<file path="src/rtl/core/c8alu_pkg.sv">
// shared types and constants of the 8-bit cpu alu and flag unit
package c8alu_pkg;

  typedef enum logic [4:0] {
    OP_ADD   = 5'd0,
    OP_ADC   = 5'd1,
    OP_SUB   = 5'd2,
    OP_SBC   = 5'd3,
    OP_AND   = 5'd4,
    OP_XOR   = 5'd5,
    OP_OR    = 5'd6,
    OP_CP    = 5'd7,
    OP_INC   = 5'd8,
    OP_DEC   = 5'd9,
    OP_RLC   = 5'd10,
    OP_RRC   = 5'd11,
    OP_RL    = 5'd12,
    OP_RR    = 5'd13,
    OP_SLA   = 5'd14,
    OP_SRA   = 5'd15,
    OP_SWAP  = 5'd16,
    OP_SRL   = 5'd17,
    OP_RLCA  = 5'd18,
    OP_RRCA  = 5'd19,
    OP_RLA   = 5'd20,
    OP_RRA   = 5'd21,
    OP_BIT   = 5'd22,
    OP_RES   = 5'd23,
    OP_SET   = 5'd24,
    OP_DAA   = 5'd25,
    OP_CPL   = 5'd26,
    OP_SCF   = 5'd27,
    OP_CCF   = 5'd28,
    OP_ADD16 = 5'd29,
    OP_SPOFS = 5'd30
  } alu_op_t;

  // bit3 z, bit2 n, bit1 h, bit0 c
  typedef struct packed {
    logic z;
    logic n;
    logic h;
    logic c;
  } flags_t;

  localparam logic [7:0] DAA_HI_ADJ  = 8'h60;
  localparam logic [7:0] DAA_LO_ADJ  = 8'h06;
  localparam logic [7:0] DAA_HI_LIM  = 8'h99;
  localparam logic [3:0] DAA_LO_LIM  = 4'h9;

endpackage

</file>
<file path="src/rtl/core/c8alu_if.sv">
// valid/ready channels of the alu: command word in, result word out
interface c8alu_cmd_if;
  logic        valid;
  logic        ready;
  logic [4:0]  op;
  logic [7:0]  acc_value;
  logic [7:0]  operand_value;
  logic [2:0]  bit_index;
  logic [3:0]  flags_in;
  logic [15:0] wide_left;
  logic [15:0] wide_right;

  modport source (output valid, op, acc_value, operand_value, bit_index, flags_in,
                  wide_left, wide_right, input ready);
  modport sink (input valid, op, acc_value, operand_value, bit_index, flags_in,
                wide_left, wide_right, output ready);
endinterface

interface c8alu_res_if;
  logic        valid;
  logic        ready;
  logic [15:0] result;
  logic [3:0]  flags_out;
  logic        writes_back;

  modport source (output valid, result, flags_out, writes_back, input ready);
  modport sink (input valid, result, flags_out, writes_back, output ready);
endinterface

</file>
<file path="src/rtl/core/cpu8_alu_with_flags.sv">
// alu and flag unit of an 8-bit cpu: operand register, flag logic, result register
//
// usage:
//   cmd carries one operation word: op code, accumulator, second operand, bit
//   number, incoming flags and two 16-bit operands. res returns one word per
//   command: result (8-bit results zero-extended), new flags and writes_back.
//   a taken word is first captured in the operand register; it then goes
//   through the alu logic into the result register, where res.valid rises.
//   throughput is one word per cycle while res.ready stays high; both
//   registers advance together whenever the result register is empty or
//   being taken.
//   when res.ready is low with a word waiting, the pipe holds and cmd.ready
//   drops, so no word is lost; words come out in the order taken.
//   rst (synchronous, active high) empties both stages; payload is kept.
//   the unused op code returns result 0, flags unchanged, no write back.
module cpu8_alu_with_flags
  import c8alu_pkg::*;
(
  input  logic         clk,
  input  logic         rst,
  c8alu_cmd_if.sink    cmd,
  c8alu_res_if.source  res
);

  logic         advance;
  logic         s1_valid;
  alu_op_t      s1_op;
  logic [7:0]   s1_a;
  logic [7:0]   s1_v;
  logic [2:0]   s1_bi;
  flags_t       s1_f;
  logic [15:0]  s1_wl;
  logic [15:0]  s1_wr;

  logic         out_valid;
  logic [15:0]  out_result;
  flags_t       out_flags;
  logic         out_wb;

  logic [15:0]  result_next;
  flags_t       flags_next;
  logic         wb_next;

  assign advance   = !out_valid || res.ready;
  assign cmd.ready = advance;

  always_ff @(posedge clk) begin
    if (rst) begin
      s1_valid  <= 1'b0;
      out_valid <= 1'b0;
    end else if (advance) begin
      s1_valid  <= cmd.valid;
      out_valid <= s1_valid;
    end
  end

  always_ff @(posedge clk) begin
    if (advance) begin
      s1_op      <= alu_op_t'(cmd.op);
      s1_a       <= cmd.acc_value;
      s1_v       <= cmd.operand_value;
      s1_bi      <= cmd.bit_index;
      s1_f       <= flags_t'(cmd.flags_in);
      s1_wl      <= cmd.wide_left;
      s1_wr      <= cmd.wide_right;
      out_result <= result_next;
      out_flags  <= flags_next;
      out_wb     <= wb_next;
    end
  end

  always_comb begin
    logic        cin;
    logic [8:0]  sum9;
    logic [4:0]  hsum5;
    logic [8:0]  dif9;
    logic [4:0]  hdif5;
    logic [7:0]  r8;
    logic [7:0]  mask;
    logic [7:0]  x;
    logic        dc;
    logic [16:0] sum17;
    logic [12:0] sum13;
    logic [15:0] ofs16;

    cin   = s1_f.c;
    sum9  = {1'b0, s1_a} + {1'b0, s1_v}
            + {8'd0, (s1_op == OP_ADC) & cin};
    hsum5 = {1'b0, s1_a[3:0]} + {1'b0, s1_v[3:0]}
            + {4'd0, (s1_op == OP_ADC) & cin};
    dif9  = {1'b0, s1_a} - {1'b0, s1_v}
            - {8'd0, (s1_op == OP_SBC) & cin};
    hdif5 = {1'b0, s1_a[3:0]} - {1'b0, s1_v[3:0]}
            - {4'd0, (s1_op == OP_SBC) & cin};
    mask  = 8'd1 << s1_bi;
    sum17 = {1'b0, s1_wl} + {1'b0, s1_wr};
    sum13 = {1'b0, s1_wl[11:0]} + {1'b0, s1_wr[11:0]};
    ofs16 = s1_wl + {{8{s1_v[7]}}, s1_v};

    r8          = 8'd0;
    x           = s1_a;
    dc          = cin;
    result_next = 16'd0;
    flags_next  = s1_f;
    wb_next     = 1'b1;

    case (s1_op)
      OP_ADD, OP_ADC: begin
        r8         = sum9[7:0];
        flags_next = '{z: (r8 == 8'd0), n: 1'b0, h: hsum5[4], c: sum9[8]};
      end
      OP_SUB, OP_SBC, OP_CP: begin
        r8         = dif9[7:0];
        flags_next = '{z: (r8 == 8'd0), n: 1'b1, h: hdif5[4], c: dif9[8]};
        wb_next    = (s1_op != OP_CP);
      end
      OP_AND: begin
        r8         = s1_a & s1_v;
        flags_next = '{z: (r8 == 8'd0), n: 1'b0, h: 1'b1, c: 1'b0};
      end
      OP_XOR: begin
        r8         = s1_a ^ s1_v;
        flags_next = '{z: (r8 == 8'd0), n: 1'b0, h: 1'b0, c: 1'b0};
      end
      OP_OR: begin
        r8         = s1_a | s1_v;
        flags_next = '{z: (r8 == 8'd0), n: 1'b0, h: 1'b0, c: 1'b0};
      end
      OP_INC: begin
        r8         = s1_a + 8'd1;
        flags_next = '{z: (r8 == 8'd0), n: 1'b0, h: (s1_a[3:0] == 4'hf), c: cin};
      end
      OP_DEC: begin
        r8         = s1_a - 8'd1;
        flags_next = '{z: (r8 == 8'd0), n: 1'b1, h: (s1_a[3:0] == 4'h0), c: cin};
      end
      OP_RLC, OP_RLCA: begin
        r8         = {s1_a[6:0], s1_a[7]};
        flags_next = '{z: (s1_op == OP_RLC) && (r8 == 8'd0), n: 1'b0, h: 1'b0,
                       c: s1_a[7]};
      end
      OP_RRC, OP_RRCA: begin
        r8         = {s1_a[0], s1_a[7:1]};
        flags_next = '{z: (s1_op == OP_RRC) && (r8 == 8'd0), n: 1'b0, h: 1'b0,
                       c: s1_a[0]};
      end
      OP_RL, OP_RLA: begin
        r8         = {s1_a[6:0], cin};
        flags_next = '{z: (s1_op == OP_RL) && (r8 == 8'd0), n: 1'b0, h: 1'b0,
                       c: s1_a[7]};
      end
      OP_RR, OP_RRA: begin
        r8         = {cin, s1_a[7:1]};
        flags_next = '{z: (s1_op == OP_RR) && (r8 == 8'd0), n: 1'b0, h: 1'b0,
                       c: s1_a[0]};
      end
      OP_SLA: begin
        r8         = {s1_a[6:0], 1'b0};
        flags_next = '{z: (r8 == 8'd0), n: 1'b0, h: 1'b0, c: s1_a[7]};
      end
      OP_SRA: begin
        r8         = {s1_a[7], s1_a[7:1]};
        flags_next = '{z: (r8 == 8'd0), n: 1'b0, h: 1'b0, c: s1_a[0]};
      end
      OP_SWAP: begin
        r8         = {s1_a[3:0], s1_a[7:4]};
        flags_next = '{z: (r8 == 8'd0), n: 1'b0, h: 1'b0, c: 1'b0};
      end
      OP_SRL: begin
        r8         = {1'b0, s1_a[7:1]};
        flags_next = '{z: (r8 == 8'd0), n: 1'b0, h: 1'b0, c: s1_a[0]};
      end
      OP_BIT: begin
        wb_next    = 1'b0;
        flags_next = '{z: ((s1_a & mask) == 8'd0), n: 1'b0, h: 1'b1, c: cin};
      end
      OP_RES: r8 = s1_a & ~mask;
      OP_SET: r8 = s1_a | mask;
      OP_DAA: begin
        // after add: fix high digit first, low digit test uses the original nibble
        if (!s1_f.n) begin
          if (cin || (s1_a > DAA_HI_LIM)) begin
            x  = x + DAA_HI_ADJ;
            dc = 1'b1;
          end
          if (s1_f.h || (s1_a[3:0] > DAA_LO_LIM)) x = x + DAA_LO_ADJ;
        end else begin
          if (cin) x = x - DAA_HI_ADJ;
          if (s1_f.h) x = x - DAA_LO_ADJ;
        end
        r8         = x;
        flags_next = '{z: (r8 == 8'd0), n: s1_f.n, h: 1'b0, c: dc};
      end
      OP_CPL: begin
        r8         = ~s1_a;
        flags_next = '{z: s1_f.z, n: 1'b1, h: 1'b1, c: cin};
      end
      OP_SCF: begin
        wb_next    = 1'b0;
        flags_next = '{z: s1_f.z, n: 1'b0, h: 1'b0, c: 1'b1};
      end
      OP_CCF: begin
        wb_next    = 1'b0;
        flags_next = '{z: s1_f.z, n: 1'b0, h: 1'b0, c: !cin};
      end
      default: begin
        wb_next = 1'b0;
      end
    endcase

    result_next = {8'd0, r8};

    // 16-bit forms override the byte path
    if (s1_op == OP_ADD16) begin
      result_next = sum17[15:0];
      flags_next  = '{z: s1_f.z, n: 1'b0, h: sum13[12], c: sum17[16]};
      wb_next     = 1'b1;
    end else if (s1_op == OP_SPOFS) begin
      result_next = ofs16;
      flags_next  = '{z: 1'b0, n: 1'b0,
                      h: ({1'b0, s1_wl[3:0]} + {1'b0, s1_v[3:0]}) > 5'd15,
                      c: ({1'b0, s1_wl[7:0]} + {1'b0, s1_v}) > 9'd255};
      wb_next     = 1'b1;
    end
  end

  assign res.valid       = out_valid;
  assign res.result      = out_result;
  assign res.flags_out   = out_flags;
  assign res.writes_back = out_wb;

endmodule

</file>
<file path="src/flat_wrapper.sv">
// flat-port wrapper written by rule: the top's interface ports become plain ports
module cpu8_alu_with_flags_flat import c8alu_pkg::*;
  (clk, rst, cmd_valid, cmd_op, cmd_acc_value, cmd_operand_value, cmd_bit_index, cmd_flags_in, cmd_wide_left, cmd_wide_right, cmd_ready, res_valid, res_result, res_flags_out, res_writes_back, res_ready);
  c8alu_cmd_if cmd_i ();
  c8alu_res_if res_i ();
  input  logic clk;
  input  logic rst;
  input wire logic [$bits(cmd_i.valid)-1:0] cmd_valid;
  input wire logic [$bits(cmd_i.op)-1:0] cmd_op;
  input wire logic [$bits(cmd_i.acc_value)-1:0] cmd_acc_value;
  input wire logic [$bits(cmd_i.operand_value)-1:0] cmd_operand_value;
  input wire logic [$bits(cmd_i.bit_index)-1:0] cmd_bit_index;
  input wire logic [$bits(cmd_i.flags_in)-1:0] cmd_flags_in;
  input wire logic [$bits(cmd_i.wide_left)-1:0] cmd_wide_left;
  input wire logic [$bits(cmd_i.wide_right)-1:0] cmd_wide_right;
  output wire logic [$bits(cmd_i.ready)-1:0] cmd_ready;
  output wire logic [$bits(res_i.valid)-1:0] res_valid;
  output wire logic [$bits(res_i.result)-1:0] res_result;
  output wire logic [$bits(res_i.flags_out)-1:0] res_flags_out;
  output wire logic [$bits(res_i.writes_back)-1:0] res_writes_back;
  input wire logic [$bits(res_i.ready)-1:0] res_ready;
  assign cmd_i.valid = cmd_valid;
  assign cmd_i.op = cmd_op;
  assign cmd_i.acc_value = cmd_acc_value;
  assign cmd_i.operand_value = cmd_operand_value;
  assign cmd_i.bit_index = cmd_bit_index;
  assign cmd_i.flags_in = cmd_flags_in;
  assign cmd_i.wide_left = cmd_wide_left;
  assign cmd_i.wide_right = cmd_wide_right;
  assign cmd_ready = cmd_i.ready;
  assign res_valid = res_i.valid;
  assign res_result = res_i.result;
  assign res_flags_out = res_i.flags_out;
  assign res_writes_back = res_i.writes_back;
  assign res_i.ready = res_ready;
  cpu8_alu_with_flags u_core (.clk(clk), .rst(rst), .cmd(cmd_i), .res(res_i));
endmodule
</file>
<file path="config.mk">
export PLATFORM = sky130hd
export DESIGN_NAME = cpu8_alu_with_flags_flat
export DESIGN_NICKNAME = d
export VERILOG_FILES = /design/src/rtl/core/c8alu_pkg.sv /design/src/rtl/core/c8alu_if.sv /design/src/rtl/core/cpu8_alu_with_flags.sv /design/src/flat_wrapper.sv
export SDC_FILE = /design/constraint.sdc
export NUM_CORES = 1
export LEC_CHECK = 0
export ABC_AREA = 1
export BUFFER_PORTS_ARGS = -buffer_cell sky130_fd_sc_hd__buf_2
export CORE_UTILIZATION = 54
export DETAILED_ROUTE_END_ITERATION = 8
export GPL_ROUTABILITY_DRIVEN = 0
export HOLD_SLACK_MARGIN = 0.02
export PLACE_DENSITY = 0.87
export SETUP_SLACK_MARGIN = 0.2
export SYNTH_ARGS = -nofsm -noshare
export SYNTH_HDL_FRONTEND = slang
export SYNTH_SLANG_ARGS = --single-unit
</file>
<file path="constraint.sdc">
create_clock -name clk -period 4.6 [get_ports clk]
set_input_delay 1.15 -clock clk [delete_from_list [all_inputs] [get_ports clk]]
set_output_delay 1.15 -clock clk [all_outputs]
set_load 0.02 [all_outputs]
</file>
Yosys cells after proc, flatten, opt, wreduce, memory -nomap -nowiden
Cells that the tools add are included.

Register bits: 83. Latch bits: 0. Memory bits (writable): 0. ROM bits: 0. Input port bits: 64. Word-level logic and storage cells: 139. Memories kept: 0.

Add/subtract/negate cells: 19. Multiply operators: 0. Divide/modulo/power cells: 0. Magnitude comparators: 4. Eq/ne operators: 32. Shift operators: 1. Muxes and demuxes: 19. Bitwise logic cells: 10. Reductions and logical operators: 36.

Operator list (count): case mux 8 bit (19 select lines) (1); logical NOT 8 bit (15); two-way mux 8 bit (10); case mux 4 bit (20 select lines) (1); == test 5 bit (second input constant) (15); == test 5 x 4 -> 1 bit (second input constant) (8); two-way mux 16 bit (2); AND 8 bit (3); OR reduction 23 bit (1); == test 5 x 3 -> 1 bit (second input constant) (4); adder 8 x 8 -> 9 bit (2); adder 16 x 16 -> 17 bit (1); adder 16 bit (1); NOT 8 bit (2); OR 8 bit (2); logical NOT 7 bit (2); adder 12 x 12 -> 13 bit (1); OR reduction 2 bit (6); adder 4 x 4 -> 5 bit (2); == test 5 x 2 -> 1 bit (second input constant) (2); adder 9 x 1 -> 9 bit (1); greater-than comparator 9 x 8 -> 1 bit (second input constant) (1); subtractor 8 x 8 -> 9 bit (1); subtractor 9 x 1 -> 9 bit (1); other kinds (27) (36).

Longest topological paths before layout
Word-level depth: 13. Mapped depth: 21.

Least setup slack after synthesis
OpenSTA, ideal clock, no wires.

Path kind: input to output. Start point: in res_ready. End point: out cmd_ready. Data arrival time: 2.900 ns. Data required time: 3.450 ns. Path slack: 0.550 ns. Stages: 2. Buffers on the path: 0. Cell sequence: nor2_1 -> inv_1.

Cells in the longest elaborated chain, start to end: 1.

Ends and longest elaborated chain: start: declaration (RTL line flat_wrapper.sv:21) `input wire logic [$bits(res_i.ready)-1:0] res_ready;`; logical OR 1 bit (RTL line cpu8_alu_with_flags.sv:44) `assign advance = !out_valid || res.ready;`; end: declaration (RTL line flat_wrapper.sv:16) `output wire logic [$bits(cmd_i.ready)-1:0] cmd_ready;`.

Every way passes these cells.

==> impl_metrics.csv <==
group,metric,value,unit
logic_synthesis,synth.lib_cells_used.distinct,47,
logic_synthesis,synth-edff-count,81,
sta,hold_ws,476,ps
pwr,internal_power,1.56,mW
final_layout,final_layout_size_suffix_gt1_share,13.8,%
setup_path,cp.arrival,3620,ps
sta,setup_viol,0,
sta,tightestPinTransition,1020,ps
logic_synthesis,synth.top_cell.area_share,32.3,%
logic_synthesis,synthesized_netlist_cell_count,1011,
logic_synthesis,synth.largest_area_cell,"sky130_fd_sc_hd__edfxtp_1",
clock_tree,buffer_depth_of_the_longest_clock_path,2,
sta,maxClockFrequency,287,MHz
grt,grt.overflow.total,0,
grt,antenna_found_initial,0,
grt,globalRouteTotalUtil,33.6,%
setup_path,critical_path_required,4740,ps
setup_path,worst-path-max-fanout,11,
floorplanning,die_width,120,um
job,max_capacitance_violation_count,0,
floorplanning,design.portCount,87,
clock_tree,postCtsHoldBufs,0,
sta,rsz0062_at_grt,"false",
logic_synthesis,netlist_top_cells_area,"sky130_fd_sc_hd__edfxtp_1, sky130_fd_sc_hd__ha_1, sky130_fd_sc_hd__nand2_1",
grt,global_route.usage.met2,53.1,%
setup_path,max_stage_delay,510,ps
clock_tree,post-cts-setup-buffers,0,
floorplanning,die_h,120,um
pwr,ir_worst_vdd,0.272,mV
final_layout,num-nets-final,1242,
final_layout,multi_input_area,0.00447,mm^2
worst_hold_path,hold_path_class,"flop to flop",
clock_tree,clock-sinks,83,
floorplanning,core-area,0.0135,mm^2
clock_tree,tritoncts_clock_tree,"done",
pwr,pwr-share-seq,38.9,%
clock_tree,cts.root.buffer_cell,"sky130_fd_sc_hd__clkbuf_16",
logic_synthesis,synth_seq_area_share,32.8,%
pwr,p_sw_share,37.4,%
route,viasPerCell,6.18,
final_layout,area_delta_synth_final,12.0,%
clock_tree,cts-buffers-inserted,9,
pwr,clkPwrFrac,28.3,%
status,outcome,"complete, but fails checks",
clock_tree,cts_max_level,3,
floorplanning,floorplan.die_area,0.0144,mm^2
clock_tree,clock_latency,370,ps
placed_design,area_after_dpl,0.00817,mm^2
logic_synthesis,asyncSetResetFlopFracSynth,0,%
sta,slew_headroom,31.8,%
floorplanning,rows,42,
final_layout,layout.filler_cells,1197,
route,drt.antenna.violating_nets,0,
grt,grt_max_degree,83,
sta,min_period,3480,ps
sta,clock-skew-final,23.6,ps
pwr,leakage,4.06,nW
grt,via_count_of_the_first_global_routing_pass,7216,
final_layout,postLayoutCoreUtil,62.8,%
sta,fin_crit_sh,75.7,%
logic_synthesis,post_synth_instance_area,0.00754,mm^2
setup_path,timing.critical_path.slowest_stage_cell,"sky130_fd_sc_hd__edfxtp_1",
placed_design,dp_hpwl,18000,um
grt,grt_pass1_wl,36900,um
floorplanning,floorplan.initialDensity,56.0,%
route,first_iter_violations,1227,
route,route.detailed.wl_per_inst,18.4,um
logic_synthesis,synth.avg_cell_area,7.46,um^2
final_layout,n_antenna_cell,0,
sta,final.setup.tns,0,ps
grt,grt_util_met3,9.89,%
placed_design,number_of_i_o_port_buffers,86,
logic_synthesis,yosys_register_bits,83,
sta,drv_slew,0,
logic_synthesis,synth_ff_type,"sky130_fd_sc_hd__edfxtp_1",
grt,grt.met1_usage,40.4,%
setup_path,worstSetupPathType,"flop to flop",
final_layout,seq_area,0.00247,mm^2
pwr,power_density,295,mW/mm^2
setup_path,critical_path.endpoint_type,"flop",
setup_path,worst_setup_sp_type,"flop",
pwr,power.combinational.fraction,32.8,%
pwr,switchingPower,0.934,mW
sta,final_hold_viol_count,0,
route,postRouteWirelength,23600,um
logic_synthesis,synthesis_warnings,0,
clock_tree,clkSlewWorstSetupHoldPaths,80,ps
route,drc,25,
logic_synthesis,syn-num-nets,1153,
grt,grt_busiest_layer,"met2",
route,vias,7913,
setup_path,cpMostUsedCell,"sky130_fd_sc_hd__nand2_1",
final_layout,final_cell_area,0.00845,mm^2
status,violations,"DRC",
setup_path,crit_path_cell_trace,"inv_1 > nor4_1 > fa_1 > inv_1 > fa_1 > o21ai_0 > nand2_1 > nand2_1 > inv_1 > o21ai_0 > nand2_1 > nand2_1 > nor2_1 > nor2_1 > nand3_1 > nand2_1 > inv_1",
clock_tree,post_cts_resize_count,0,
route,drtPass1Iterations,9,
## cell families (layout without fill, tap and decap cells)
group | after synthesis | in the layout | synth area share, %
AO/OA/AOI/OAI | 183 | 183 | 14.1
adder cells (fa/ha/maj) | 78 | 78 | 13.5
AND/OR/NAND/NOR | 481 | 481 | 27.8
XOR/XNOR | 34 | 34 | 3.95
buffers and inverters | 152 | 246 | 7.88
flip-flops | 83 | 83 | 32.8
## routing by layer
layer	up-vias	share of wire, %
met5	-	0
met3	185	13
li1	3646	-
met1	3475	36
met4	0	7.0
met2	607	44
## state kept, by name (all words and copies together), names as in the netlist, 4 cells and up
register,count
u_core.res.flags_out,4
u_core.res.result,16
u_core.s1_wr,16
u_core.s1_f,4
u_core.s1_v,8
u_core.s1_wl,16
u_core.s1_op,5
u_core.s1_a,8
## worst paths after layout
check                                     start                       to  slack (ps)  cells past startpoint
worst max-delay path             u_core.s1_f[0]  u_core.res.flags_out[3]        1120                     17
worst max register to register   u_core.s1_f[0]  u_core.res.flags_out[3]        1120                     17
worst min register to register  u_core.s1_valid          u_core.s1_valid         480                      2
worst min-delay path            u_core.s1_valid          u_core.s1_valid         480                      2
## synthesized netlist by cell type, drive strengths merged, types with 11 or more instances
library cell	count
a21oi	69
buf	11
edfxtp	81
ha	72
inv	133
nand2	232
nand3	76
nand4	27
nor2	97
nor3	29
o21ai	59
o22ai	16
xor2	26
## layout by cell type (no fill, tap or decap), types with 3 or more instances in the layout
cell | Yosys | routed
sky130_fd_sc_hd__nor3_1 | 28 | 28
sky130_fd_sc_hd__o21ai_0 | 55 | 55
sky130_fd_sc_hd__nor4_1 | 7 | 7
sky130_fd_sc_hd__o22ai_1 | 16 | 16
sky130_fd_sc_hd__nor2_1 | 90 | 90
sky130_fd_sc_hd__xor2_1 | 26 | 26
sky130_fd_sc_hd__ha_1 | 72 | 72
sky130_fd_sc_hd__nand2_1 | 229 | 229
sky130_fd_sc_hd__o2111ai_1 | 7 | 7
sky130_fd_sc_hd__a31oi_1 | 3 | 3
sky130_fd_sc_hd__nor2_2 | 7 | 7
sky130_fd_sc_hd__nand4_1 | 27 | 27
sky130_fd_sc_hd__buf_4 | 1 | 9
sky130_fd_sc_hd__inv_2 | 18 | 18
sky130_fd_sc_hd__inv_1 | 115 | 114
sky130_fd_sc_hd__a21oi_1 | 68 | 68
sky130_fd_sc_hd__buf_2 | 9 | 86
sky130_fd_sc_hd__nand3_1 | 75 | 75
sky130_fd_sc_hd__clkinv_1 | 2 | 3
sky130_fd_sc_hd__o211ai_1 | 8 | 8
sky130_fd_sc_hd__fa_1 | 6 | 6
sky130_fd_sc_hd__clkinv_2 | 0 | 3
sky130_fd_sc_hd__or2_2 | 9 | 9
sky130_fd_sc_hd__nand3b_1 | 3 | 3
sky130_fd_sc_hd__edfxtp_1 | 81 | 81
sky130_fd_sc_hd__xnor2_1 | 8 | 8
sky130_fd_sc_hd__a21o_1 | 3 | 3
sky130_fd_sc_hd__o21ai_1 | 4 | 4
sky130_fd_sc_hd__o21bai_1 | 3 | 3
sky130_fd_sc_hd__a221oi_1 | 4 | 4
sky130_fd_sc_hd__nand2_2 | 3 | 3
sky130_fd_sc_hd__clkbuf_16 | 0 | 9
## cell type report
type                    instances  share of cell area (%)
multi-input cells             776                    52.9
inverters                     135                    6.01
repair buffers                 95                    5.90
flip-flops and latches         83                    29.3
clock buffers                   9                    2.67
well taps                     176                    2.61
clock inverters                 7                   0.607
## power by group through the flow
stage	logic (mW)	registers [mW]	clock network [mW]
2_1_floorplan	0.524	1.01	0
5_1_grt	0.894	0.978	0.733
3_3_place_gp	0.764	0.983	0
4_1_cts	0.787	0.970	0.706
3_5_place_dp	0.781	0.984	0
6_report	0.818	0.972	0.706
## through the flow
| step | total power, mW | std cells | setup WS [ps] |
|---|---|---|---|
| 2_1_floorplan | 1.53 | 1011 | 550 |
| 3_3_place_gp | 1.75 | 1265 | 1300 |
| 3_5_place_dp | 1.77 | 1265 | 1210 |
| 4_1_cts | 2.46 | 1281 | 1210 |
| 5_1_grt | 2.61 | 1281 | 896 |
| 6_report | 2.50 | 1281 | 1120 |
## worst max-delay path, delay by kind of cell, from the launching register on
kind / cells / cell delay, ps
and+or+nand+nor: 9 / 1160
adders and majority gates: 2 / 670
AOI/OAI and AO/OA: 2 / 550
DFF: 1 / 510
buffers and inverters: 4 / 380
Power figures use the tool's default switching activity.
